**src/rtl/kart_pkg.sv**
```systemverilog
// ----------------------------------------------------------------------------
// kart_pkg: shared types and constants of the key auto-repeat tracker
// Item codes, result kinds, sequencer states and the command that passes
// results to the output stage.
// ----------------------------------------------------------------------------
package kart_pkg;

  // Input item kind
  typedef enum logic {
    REQ_PRESS = 1'b0,
    REQ_TICK  = 1'b1
  } kart_req_t;

  // Press action codes
  typedef enum logic [1:0] {
    ACT_INSTANT = 2'd0,
    ACT_HOLD    = 2'd1,
    ACT_REPEAT  = 2'd2,
    ACT_RELEASE = 2'd3
  } kart_action_t;

  // Result kind codes
  typedef enum logic [1:0] {
    KIND_TAP     = 2'd0,
    KIND_HOLD    = 2'd1,
    KIND_RELEASE = 2'd2
  } kart_kind_t;

  // Sequencer states
  typedef enum logic [2:0] {
    S_IDLE,
    S_REL_SCAN,
    S_PRESS_ACT,
    S_TICK_SCAN,
    S_TICK_MOD,
    S_FLUSH
  } kart_state_t;

  // Result command from the sequencer to the output stage
  typedef struct packed {
    logic       push;
    logic       flush;
    kart_kind_t kind;
    logic [7:0] key;
  } kart_push_t;

  localparam logic [31:0] TICK_MIN_MS  = 32'd20;
  localparam logic [15:0] PERIOD_RESET = 16'd100;
  localparam int          MAX_TAPS     = 8;
  localparam int          TAP_W        = $clog2(MAX_TAPS + 1);
  localparam int          DIV_STEPS    = 32;

endpackage

```
**src/rtl/kart_mod.sv**
```systemverilog
// ----------------------------------------------------------------------------
// kart_mod: iterative remainder unit
// Restoring division of a 32-bit value by a 16-bit divisor, one quotient bit
// per cycle; gives the remainder with a one-cycle done pulse.
// ----------------------------------------------------------------------------
module kart_mod (
  input  logic        clk,
  input  logic        rst,
  input  logic        start,
  input  logic [31:0] dividend,
  input  logic [15:0] divisor,
  output logic        done,
  output logic [15:0] rem
);
  import kart_pkg::*;

  localparam int CNT_W = $clog2(DIV_STEPS);

  logic             busy;
  logic [CNT_W-1:0] cnt;
  logic [31:0]      quo;
  logic [15:0]      part;
  logic [15:0]      dvs;
  logic [16:0]      trial;
  logic [16:0]      trial_sub;

  // Shift in the next dividend bit and try the subtraction
  always_comb begin
    trial     = {part, quo[31]};
    trial_sub = trial - {1'b0, dvs};
  end

  // Control: count the steps, pulse done after the last one
  always_ff @(posedge clk) begin
    if (rst) begin
      busy <= 1'b0;
      done <= 1'b0;
      cnt  <= '0;
    end else begin
      done <= 1'b0;
      if (start) begin
        busy <= 1'b1;
        cnt  <= CNT_W'(DIV_STEPS - 1);
      end else if (busy) begin
        cnt <= cnt - 1'b1;
        if (cnt == '0) begin
          busy <= 1'b0;
          done <= 1'b1;
        end
      end
    end
  end

  // Datapath: load operands, then advance one bit per cycle
  always_ff @(posedge clk) begin
    if (start) begin
      quo  <= dividend;
      dvs  <= divisor;
      part <= '0;
    end else if (busy) begin
      quo <= {quo[30:0], 1'b0};
      if (trial >= {1'b0, dvs}) begin
        part <= trial_sub[15:0];
      end else begin
        part <= trial[15:0];
      end
    end
  end

  assign rem = part;

  a_start_idle: assert property (@(posedge clk) disable iff (rst) start |-> !busy)
    else $error("remainder unit restarted while busy");
  a_done_after_busy: assert property (@(posedge clk) disable iff (rst)
    done |-> ($past(busy) && !busy))
    else $error("done without a finished division");

endmodule

```
**src/rtl/kart_out.sv**
```systemverilog
// ----------------------------------------------------------------------------
// kart_out: result output stage
// Holds back one result so that the final result of an item can be marked,
// and drives the registered result strobe and fields.
// ----------------------------------------------------------------------------
module kart_out (
  input  logic                clk,
  input  logic                rst,
  input  kart_pkg::kart_push_t cmd,
  output logic                out_valid,
  output logic [1:0]          out_kind,
  output logic [7:0]          out_key,
  output logic                out_last
);
  import kart_pkg::*;

  logic       pend_valid;
  kart_kind_t pend_kind;
  logic [7:0] pend_key;
  logic       emit;

  // Release the pending result when a newer one arrives or the item ends
  assign emit = (cmd.push || cmd.flush) && pend_valid;

  always_ff @(posedge clk) begin
    if (rst) begin
      pend_valid <= 1'b0;
      out_valid  <= 1'b0;
    end else begin
      out_valid <= emit;
      if (cmd.push) begin
        pend_valid <= 1'b1;
      end else if (cmd.flush) begin
        pend_valid <= 1'b0;
      end
    end
  end

  // Hold the pending result and present the released one
  always_ff @(posedge clk) begin
    if (cmd.push) begin
      pend_kind <= cmd.kind;
      pend_key  <= cmd.key;
    end
    if (emit) begin
      out_kind <= pend_kind;
      out_key  <= pend_key;
      out_last <= cmd.flush;
    end
  end

  a_push_flush_excl: assert property (@(posedge clk) disable iff (rst)
    !(cmd.push && cmd.flush))
    else $error("push and flush in the same cycle");
  a_flush_empties: assert property (@(posedge clk) disable iff (rst)
    cmd.flush |=> !pend_valid)
    else $error("pending result survived a flush");
  a_last_from_flush: assert property (@(posedge clk) disable iff (rst)
    (out_valid && out_last) |-> $past(cmd.flush))
    else $error("last result not caused by a flush");

endmodule

```
**src/rtl/key_auto_repeat_tracker.sv**
```systemverilog
// ----------------------------------------------------------------------------
// key_auto_repeat_tracker: held-key and typematic repeat tracker
// Walks a small key table under a sequencer; one shared iterative remainder
// unit realigns the due times of repeating keys on a tick.
// ----------------------------------------------------------------------------
// A transaction is taken when start is high and busy is low. A press walks the
// table one slot per cycle to release its key, then acts on its action and
// ends with a flush step. A tick that is skipped leaves busy low. Any other
// tick walks the slots one per cycle and, for each due repeating key (at most
// eight), runs the shared 32-step remainder unit, which holds the walk until
// the remainder is done. Each result is shown for one cycle with out_valid and
// cannot be held off; the last result of a transaction has out_last set and
// is shown in the first cycle with busy low again.
// repeat_period_ms may be written only while busy is low; a period of zero
// acts as one.
module key_auto_repeat_tracker #(
  parameter int MAX_KEYS = 8
) (
  input  logic        clk,
  input  logic        rst,
  input  logic        start,
  output logic        busy,
  input  logic        req_type,
  input  logic [7:0]  key_code,
  input  logic [1:0]  press_action,
  input  logic [31:0] now_ms,
  input  logic        cfg_wr_en,
  input  logic [15:0] cfg_wr_data,
  output logic        out_valid,
  output logic [1:0]  out_kind,
  output logic [7:0]  out_key,
  output logic        out_last
);
  import kart_pkg::*;

  localparam int SLOT_W = (MAX_KEYS > 1) ? $clog2(MAX_KEYS) : 1;

  kart_state_t  state;
  kart_state_t  state_next;

  // Table
  logic [MAX_KEYS-1:0] held_valid;
  logic [MAX_KEYS-1:0] repeat_valid;
  logic [7:0]          held_key [MAX_KEYS];
  logic [31:0]         repeat_due_ms [MAX_KEYS];
  logic [31:0]         last_tick_ms;
  logic                table_changed;
  logic [15:0]         repeat_period_ms;

  // Current transaction
  kart_req_t    req_q;
  kart_action_t action_q;
  logic [7:0]   key_q;
  logic [31:0]  now_q;
  logic [SLOT_W-1:0] slot;
  logic [TAP_W-1:0]  tap_cnt;

  logic              slot_last;
  logic              key_hit;
  logic [31:0]       late;
  logic              tap_due;
  logic              tick_skip;
  logic [15:0]       period_eff;
  logic              free_any;
  logic [SLOT_W-1:0] free_idx;
  logic              add_entry;

  kart_push_t  push;
  logic        mod_start;
  logic        mod_done;
  logic [15:0] mod_rem;

  // Slot and timing decode
  always_comb begin
    slot_last  = (slot == SLOT_W'(MAX_KEYS - 1));
    key_hit    = held_valid[slot] && (held_key[slot] == key_q);
    late       = now_q - repeat_due_ms[slot];
    tap_due    = repeat_valid[slot] && !late[31];
    tick_skip  = !table_changed && ((now_ms - last_tick_ms) < TICK_MIN_MS);
    period_eff = (repeat_period_ms == '0) ? 16'd1 : repeat_period_ms;
    add_entry  = ((action_q == ACT_HOLD) || (action_q == ACT_REPEAT)) && free_any;
  end

  // Find the lowest free slot
  always_comb begin
    free_idx = '0;
    for (int i = MAX_KEYS - 1; i >= 0; i--) begin
      if (!held_valid[i]) begin
        free_idx = SLOT_W'(i);
      end
    end
    free_any = !(&held_valid);
  end

  // Sequencer state register
  always_ff @(posedge clk) begin
    if (rst) begin
      state <= S_IDLE;
    end else begin
      state <= state_next;
    end
  end

  // Next state and result commands
  always_comb begin
    state_next = state;
    push.push  = 1'b0;
    push.flush = 1'b0;
    push.kind  = KIND_TAP;
    push.key   = key_q;
    mod_start  = 1'b0;
    case (state)
      S_IDLE: begin
        if (start) begin
          if (kart_req_t'(req_type) == REQ_TICK) begin
            if (!tick_skip) begin
              state_next = S_TICK_SCAN;
            end
          end else begin
            state_next = S_REL_SCAN;
          end
        end
      end
      S_REL_SCAN: begin
        if (key_hit) begin
          push.push = 1'b1;
          push.kind = KIND_RELEASE;
        end
        if (slot_last) begin
          state_next = S_PRESS_ACT;
        end
      end
      S_PRESS_ACT: begin
        case (action_q)
          ACT_INSTANT: begin
            push.push = 1'b1;
            push.kind = KIND_TAP;
          end
          ACT_HOLD: begin
            push.push = free_any;
            push.kind = KIND_HOLD;
          end
          default: ;
        endcase
        state_next = S_FLUSH;
      end
      S_TICK_SCAN: begin
        if (tap_cnt == TAP_W'(MAX_TAPS)) begin
          state_next = S_FLUSH;
        end else if (tap_due) begin
          mod_start  = 1'b1;
          state_next = S_TICK_MOD;
        end else if (slot_last) begin
          state_next = S_FLUSH;
        end
      end
      S_TICK_MOD: begin
        if (mod_done) begin
          push.push  = 1'b1;
          push.kind  = KIND_TAP;
          push.key   = held_key[slot];
          state_next = slot_last ? S_FLUSH : S_TICK_SCAN;
        end
      end
      S_FLUSH: begin
        push.flush = 1'b1;
        state_next = S_IDLE;
      end
      default: state_next = S_IDLE;
    endcase
  end

  assign busy = (state != S_IDLE);

  // Control state: valid bits, tick history, walk counters, period
  always_ff @(posedge clk) begin
    if (rst) begin
      held_valid       <= '0;
      repeat_valid     <= '0;
      last_tick_ms     <= '0;
      table_changed    <= 1'b0;
      repeat_period_ms <= PERIOD_RESET;
      slot             <= '0;
      tap_cnt          <= '0;
      req_q            <= REQ_PRESS;
    end else begin
      if (cfg_wr_en) begin
        repeat_period_ms <= cfg_wr_data;
      end
      case (state)
        S_IDLE: begin
          if (start) begin
            req_q   <= kart_req_t'(req_type);
            slot    <= '0;
            tap_cnt <= '0;
          end
        end
        S_REL_SCAN: begin
          if (key_hit) begin
            held_valid[slot] <= 1'b0;
            if (repeat_valid[slot]) begin
              repeat_valid[slot] <= 1'b0;
              table_changed      <= 1'b1;
            end
          end
          if (!slot_last) begin
            slot <= slot + 1'b1;
          end
        end
        S_PRESS_ACT: begin
          if (add_entry) begin
            held_valid[free_idx] <= 1'b1;
            if (action_q == ACT_REPEAT) begin
              repeat_valid[free_idx] <= 1'b1;
              table_changed          <= 1'b1;
            end
          end
        end
        S_TICK_SCAN: begin
          if ((tap_cnt != TAP_W'(MAX_TAPS)) && !tap_due && !slot_last) begin
            slot <= slot + 1'b1;
          end
        end
        S_TICK_MOD: begin
          if (mod_done) begin
            tap_cnt <= tap_cnt + 1'b1;
            if (!slot_last) begin
              slot <= slot + 1'b1;
            end
          end
        end
        S_FLUSH: begin
          if (req_q == REQ_TICK) begin
            last_tick_ms  <= now_q;
            table_changed <= 1'b0;
          end
        end
        default: ;
      endcase
    end
  end

  // Payload: latched item, key and due-time entries
  always_ff @(posedge clk) begin
    if ((state == S_IDLE) && start) begin
      action_q <= kart_action_t'(press_action);
      key_q    <= key_code;
      now_q    <= now_ms;
    end
    if ((state == S_PRESS_ACT) && add_entry) begin
      held_key[free_idx] <= key_q;
      if (action_q == ACT_REPEAT) begin
        repeat_due_ms[free_idx] <= now_q;
      end
    end
    if ((state == S_TICK_MOD) && mod_done) begin
      repeat_due_ms[slot] <= repeat_due_ms[slot] + {16'd0, period_eff - mod_rem};
    end
  end

  // Shared remainder unit: lateness modulo the repeat period
  kart_mod u_mod (
    .clk      (clk),
    .rst      (rst),
    .start    (mod_start),
    .dividend (late),
    .divisor  (period_eff),
    .done     (mod_done),
    .rem      (mod_rem)
  );

  // Output stage
  kart_out u_out (
    .clk       (clk),
    .rst       (rst),
    .cmd       (push),
    .out_valid (out_valid),
    .out_kind  (out_kind),
    .out_key   (out_key),
    .out_last  (out_last)
  );

  a_repeat_held: assert property (@(posedge clk) disable iff (rst)
    (repeat_valid & ~held_valid) == '0)
    else $error("repeating entry without a held entry");
  a_tap_limit: assert property (@(posedge clk) disable iff (rst)
    tap_cnt <= TAP_W'(MAX_TAPS))
    else $error("tick emitted too many taps");
  a_mod_done_state: assert property (@(posedge clk) disable iff (rst)
    mod_done |-> (state == S_TICK_MOD))
    else $error("remainder finished outside its wait state");

endmodule

```
**config.mk**
```make
export PLATFORM = sky130hd
export DESIGN_NAME = key_auto_repeat_tracker
export DESIGN_NICKNAME = d
export VERILOG_FILES = /design/src/rtl/kart_pkg.sv /design/src/rtl/kart_mod.sv /design/src/rtl/kart_out.sv /design/src/rtl/key_auto_repeat_tracker.sv
export SDC_FILE = /design/constraint.sdc
export NUM_CORES = 1
export LEC_CHECK = 0
export BUFFER_PORTS_ARGS = -buffer_cell sky130_fd_sc_hd__buf_2
export CORE_ASPECT_RATIO = 0.5
export CORE_MARGIN = 2
export CORE_UTILIZATION = 40
export DETAILED_ROUTE_END_ITERATION = 10
export SLEW_MARGIN = 20
export SYNTH_ARGS = -nofsm -noshare
export SYNTH_HDL_FRONTEND = slang
export SYNTH_SLANG_ARGS = --single-unit
```
**constraint.sdc**
```tcl
create_clock -name clk -period 5.35 [get_ports clk]
set_input_delay 0 -clock clk [delete_from_list [all_inputs] [get_ports clk]]
set_output_delay 0 -clock clk [all_outputs]
set_load 0.02 [all_outputs]
```
Word-level counts from Yosys, hierarchy flattened
Memory sizes are Yosys's and may differ from the RTL's. A register that Yosys moved wholly into a read port is not among the register bits. Cells that the tools add are included.

$add $sub $neg: 8. $mul: 0. Divide/modulo/power cells: 0. $lt $le $gt $ge: 6. Equality and inequality tests: 22. Shift operators: 0. Multiplexer cells: 87. Bitwise gates (word level): 6. Reductions and logical operators: 41.

Operators with widths (number): $mux W32 (3); $mux W3 (26); $mux W8 (8); $sub A32 B32 Y32 (2); $add A32 B16 Y32 (1); $lt A32 B5 Y1 const B (1); $mux W16 (2); $pmux W8 S2 (2); $reduce_or A32 Y1 (1); $sub A16 B16 Y16 (2); $mux W1 (30); $ge A17 B16 Y1 (1); $and A8 B8 Y8 (2); $logic_not A16 Y1 (1); $ne A2 B2 Y1 const B (8); $or A8 B8 Y8 (2); $pmux W3 S5 (1); $logic_and A1 B1 Y1 (12); $pmux W3 S4 (1); $mux W5 (2); $reduce_and A5 Y1 (2); $eq A3 B3 Y1 const B (3); $eq A8 B8 Y1 (1); $lt A3 B4 Y1 const B (2); 36 further kinds (54).

Flip-flop bits (word level): 212. Bits in latches: 0. Bits in writable memories: 320. Bits in read-only memories: 0. Output and inout port bits: 13. Logic and storage cells: 197. Memories kept: 2.

Memories: repeat_due_ms (words 8, bits a word 32, read ports 1, clocked after Yosys merged registers in 1, write ports 1, RTL line key_auto_repeat_tracker.sv:45) `logic [31:0] repeat_due_ms [MAX_KEYS];`; held_key (words 8, bits a word 8, read ports 1, clocked after Yosys merged registers in 1, write ports 1, RTL line key_auto_repeat_tracker.sv:44) `logic [7:0] held_key [MAX_KEYS];`.

Logic depth before layout (Yosys ltp)
Depth in word-level cells: 16. Depth in mapped cells: 26. Gate-level depth less buffers: 26.

Modules after synthesis
A second synthesis with hierarchy kept.

Cells, all modules: 2134. Area total of the unflattened synthesis: 26910.8 um2.

By module, submodules not included: key_auto_repeat_tracker (instances 1, cells an instance 1800, area each 22556.6 um2, sequential area each 12451.9 um2); kart_mod (instances 1, cells an instance 306, area each 3647.2 um2, sequential area each 1901.8 um2); kart_out (instances 1, cells an instance 28, area each 706.9 um2, sequential area each 670.6 um2).

Worst setup path before layout
No wires, ideal clock.

Path kind: register -> register. From: reg with a tool-made name. To: reg u_mod.quo[0] (enable). Library setup time: 394 ps. Arrival time: 5535 ps. Required time: 4956 ps. Path slack: -579 ps. Cell stages (with the launch flop): 23. Cell sequence: dfxtp_1 buf_6 buf_6 buf_6 buf_4 buf_2 buf_2 mux4_2 mux2_2 ha_1 nor2b_1 o2111ai_1 a31oi_1 o2111ai_1 a21o_1 a2111o_1 a211oi_2 or3_1 nand3_2 or2_1 buf_6 buf_6 nand2b_1.

RTL lines: end signal, assigned (RTL line kart_mod.sv:57) `quo <= dividend;`; end signal, assigned (RTL line kart_mod.sv:61) `quo <= {quo[30:0], 1'b0};`; end, declared (RTL line kart_mod.sv:21) `logic [31:0] quo;`.

Final worst setup path
From: reg repeat_period_ms[8]. To: mem repeat_due_ms[7][29] (data pin).

Word-level cells in the longest chain between the ends: 5.

RTL lines: start, declared (RTL line key_auto_repeat_tracker.sv:48) `logic [15:0] repeat_period_ms;`; start signal, assigned (RTL line key_auto_repeat_tracker.sv:188) `repeat_period_ms <= cfg_wr_data;`; $logic_not A16 Y1 (RTL line key_auto_repeat_tracker.sv:80) `period_eff = (repeat_period_ms == '0) ? 16'd1 : repeat_period_ms;`; $mux W16 (*) (RTL line key_auto_repeat_tracker.sv:80); $sub A16 B16 Y16 (*) (RTL line key_auto_repeat_tracker.sv:257) `repeat_due_ms[slot] <= repeat_due_ms[slot] + {16'd0, period_eff - mod_rem};`; $add A32 B16 Y32 (*) (RTL line key_auto_repeat_tracker.sv:257); $mux W32 (no line) (*); end, declared (RTL line key_auto_repeat_tracker.sv:45).

Mark *: on every way between the ends. The rest lies on a longest branch, timed or not.

==> impl_metrics.py <==
metrics = {
    "job": {
        "cap_violations": 0,
    },
    "sta": {
        "slew_violations": 0,
        "fin_crit_sh_pct": 99.6,
        "setup_viol": 0,
        "fmax_mhz": 188,
        "tightest_slew_ns": 0.996,
        "setup_tns_ns": 0,
        "setup_slack_ns": 0.0204,
        "final.min_clock_period_ns": 5.33,
        "rsz0062_at_grt": "yes",
        "slew_headroom_pct": 33.3,
        "final_hold_viol_count": 0,
        "clock_skew_ns": 0.0302,
    },
    "route": {
        "antenna_left": 0,
        "wl_met3_um": 4030,
        "wl_met2_um": 28700,
        "wl_per_cell_um": 20.3,
        "viasPerCell": 5.42,
        "topRoutingLayerUsed": "met4",
        "num_vias": 18100,
        "first_iter_violations": 1785,
        "wl_um": 67800,
        "routedLengthMet1_um": 33700,
        "firstDrtPassIters": 6,
        "drc": 0,
    },
    "yosys": {
        "syn_inst": 2199,
        "async_flop_share_pct": 0,
        "synth.ff_latch_count": 535,
        "synth_edf_count": 431,
        "syn_avg_cell_area_um2": 12.1,
        "synth_warnings": 0,
        "synth_flop_cell": "edfxtp_1",
        "synth_area_mm2": 0.0266,
        "synth.distinct_cells": 89,
        "yosysSeqAreaShare_pct": 56.5,
        "synth_fp_nets": 2388,
    },
    "grt": {
        "antenna_found_initial": 0,
        "grt_pass1_wl_um": 103000,
        "grt_pass1_vias": 17500,
        "grt_util_all_layers_pct": 19.5,
        "grt_max_degree": 75,
        "grt_overflow": 0,
    },
    "floorplanning": {
        "initial_core_util_pct": 40.7,
        "fp.dieW_um": 369,
        "coreArea_mm2": 0.0653,
        "die_h_um": 186,
        "dieArea_mm2": 0.0687,
        "row_count": 66,
        "pin_count": 76,
    },
    "place": {
        "place_inst": 3152,
        "hpwl_um": 46700,
        "gp_congestion": 0.896,
        "preCtsSetupSlack_ns": -0.525,
        "dpl-instance-area_mm2": 0.0285,
        "io_buffers": 75,
    },
    "power_and_ir_drop": {
        "power_leakage_uw": 0.0113,
        "power_per_cell_area_mw_per_mm2": 433,
        "ir_drop_uv": 257,
        "finalPower_uw": 13600,
    },
    "final_layout": {
        "final_cells": 3338,
        "final_nets": 2598,
        "layout-drive-gt1-share_pct": 17.9,
        "multi_input_area_mm2": 0.0109,
        "final_area_mm2": 0.0313,
        "seqCellArea_mm2": 0.0150,
        "nFillCells": 5810,
        "area_growth_pct": 17.9,
    },
    "clock_network": {
        "clockBufferDepth": 3,
        "clk_latency_ns": 0.64,
        "clock_sinks": 535,
        "cts-root-buf": "clkbuf_16",
        "cts_tree": "yes",
        "numCtsBuffers": 52,
        "clk_pin_slew_ns": 0.07,
        "htree_levels": 2,
    },
    "critical_path": {
        "required_ns": 5.78,
        "arrival_ns": 5.76,
        "crit_path_end_kind": "register",
        "critical_path_class": "register to register",
        "critPathMaxFanout": 8,
        "cp-start-kind": "register",
    },
    "outcome": {
        "status": "finished, final reports clean",
    },
    "hold_path": {
        "hp-class": "primary input to register",
    },
}
==> sequential cells by signal (all words and copies together) (netlist names), 16 cells and up, named ones only <==
signal	count
held_key	64
last_tick_ms	32
now_q	32
repeat_due_ms	256
repeat_period_ms	16
u_mod.dvs	16
u_mod.quo	32
u_mod.rem	16
==> cell families after synthesis <==
kind of cell | count (synthesis) | synth area share, %
AND/OR/NAND/NOR | 563 | 9.82
flip-flops | 535 | 56.5
AO/OA/AOI/OAI | 495 | 11.4
buffers and inverters | 232 | 3.54
multiplexers | 148 | 9.35
adder cells (fa/ha/maj) | 126 | 6.04
XOR/XNOR | 100 | 3.29
==> layer usage <==
| metal | global-route usage (%) | vias up |
|---|---|---|
| li1 | - | 8577 |
| met1 | 29.8 | 8975 |
| met2 | 28.8 | 448 |
| met3 | 3.31 | 83 |
| met4 | 4.96 | 0 |
| met5 | 0 | - |
==> metrics by stage <==
step                      hold slack, ns  utilization, %
after floorplan                   0.0989               -
after global placement             0.176            43.6
after detailed placement           0.178            43.6
after CTS                         0.0172            47.6
after global routing              0.0294            48.0
final                             0.0410            48.0
==> layout make-up <==
type	count	area share [%]
clock inverter	27	0.966
antenna	1	0.00798
sequential	535	48.0
multi-input combinational	1432	34.9
timing repair buffer	259	6.46
clock buffer	71	4.63
inverter	129	1.54
tap	884	3.53
==> cell usage in the layout, fill, tap and decap left out, types with 18 or more instances in the layout <==
cell type and count:
nand2_1 232, mux2i_1 64, edfxtp_1 431, xnor2_1 52, dlygate4sd3_1 78, o21a_1 21
mux4_2 80, nand2b_1 18, nor3_1 35, a21oi_1 139, dfxtp_1 90, a21o_1 34
xor2_1 45, clkbuf_16 52, buf_4 98, a211oi_1 19, ha_1 120, nor2b_1 24
nor2_1 123, inv_1 126, buf_2 75, o21ai_0 142, nand3_1 18
==> what timing repair did <==
item	4_1_cts	5_1_grt
pin swaps	10	16
endpoints found under the hold margin	61	0
resized for setup	27	51
hold buffers	78	0
setup endpoints to repair	128	153
setup buffers	2	7
cloned	0	0
==> cells in the mapped netlist, types with 17 or more instances <==
cell type / instances / area share (%)
nand3_1: 18 / 0.34
dfxtp_1: 104 / 7.8
a31oi_1: 17 / 0.40
nand2b_1: 19 / 0.45
clkbuf_1: 68 / 0.96
nor3_1: 39 / 0.73
nor2_1: 134 / 1.9
xor2_1: 45 / 1.5
ha_1: 122 / 5.7
xnor2_1: 55 / 1.8
a211oi_1: 20 / 0.56
buf_2: 20 / 0.38
a21o_1: 34 / 0.96
nand2_1: 234 / 3.3
mux2i_1: 66 / 2.5
o21a_1: 21 / 0.59
o21ai_0: 165 / 3.1
mux4_2: 80 / 6.8
edfxtp_1: 431 / 49
nor2b_1: 24 / 0.56
a21oi_1: 142 / 2.7
inv_1: 127 / 1.8
==> report_power, final <==
| group | leakage [uW] | switching, uW | internal, uW |
|---|---|---|---|
| registers | 0.00475 | 294 | 4850 |
| logic | 0.00567 | 2640 | 2020 |
| clock network | 0.000835 | 1700 | 2080 |
==> critical path: stages, from the launching register on <==
cell,delay [ns]
dfxtp_2,0.35
nor4_4,0.05
a41oi_2,0.22
ha_2,0.22
inv_2,0.04
fa_2,0.33
a21o_1,0.16
a21o_1,0.17
a21oi_2,0.12
nor2b_1,0.07
o21a_1,0.16
o21a_1,0.18
o21a_1,0.18
o21a_1,0.19
or4_4,0.43
a31o_4,0.24
a21oi_4,0.13
xnor2_2,0.10
ha_4,0.18
or3_4,0.37
buf_4,0.15
o21ai_2,0.17
or2_4,0.27
buf_4,0.15
nor2_1,0.04
xor2_1,0.18
o21ai_2,0.27
==> path summary, 6_finish.rpt <==
check / from / end / slack [ns] / depth (start not counted)
max reg2reg: repeat_period_ms[8]$_SDFFE_PP0P_ / repeat_due_ms[7][29]$_DFFE_PP_ / 0.02 / 26
min reg2reg: u_out.pend_kind[1]$_DFFE_PP_ / u_out.out_kind[1]$_DFFE_PP_ / 0.42 / 0
min: start / action_q[1]$_DFFE_PP_ / 0.04 / 2
max: repeat_period_ms[8]$_SDFFE_PP0P_ / repeat_due_ms[7][29]$_DFFE_PP_ / 0.02 / 26
No activity file was read; power rests on OpenSTA's default activity.
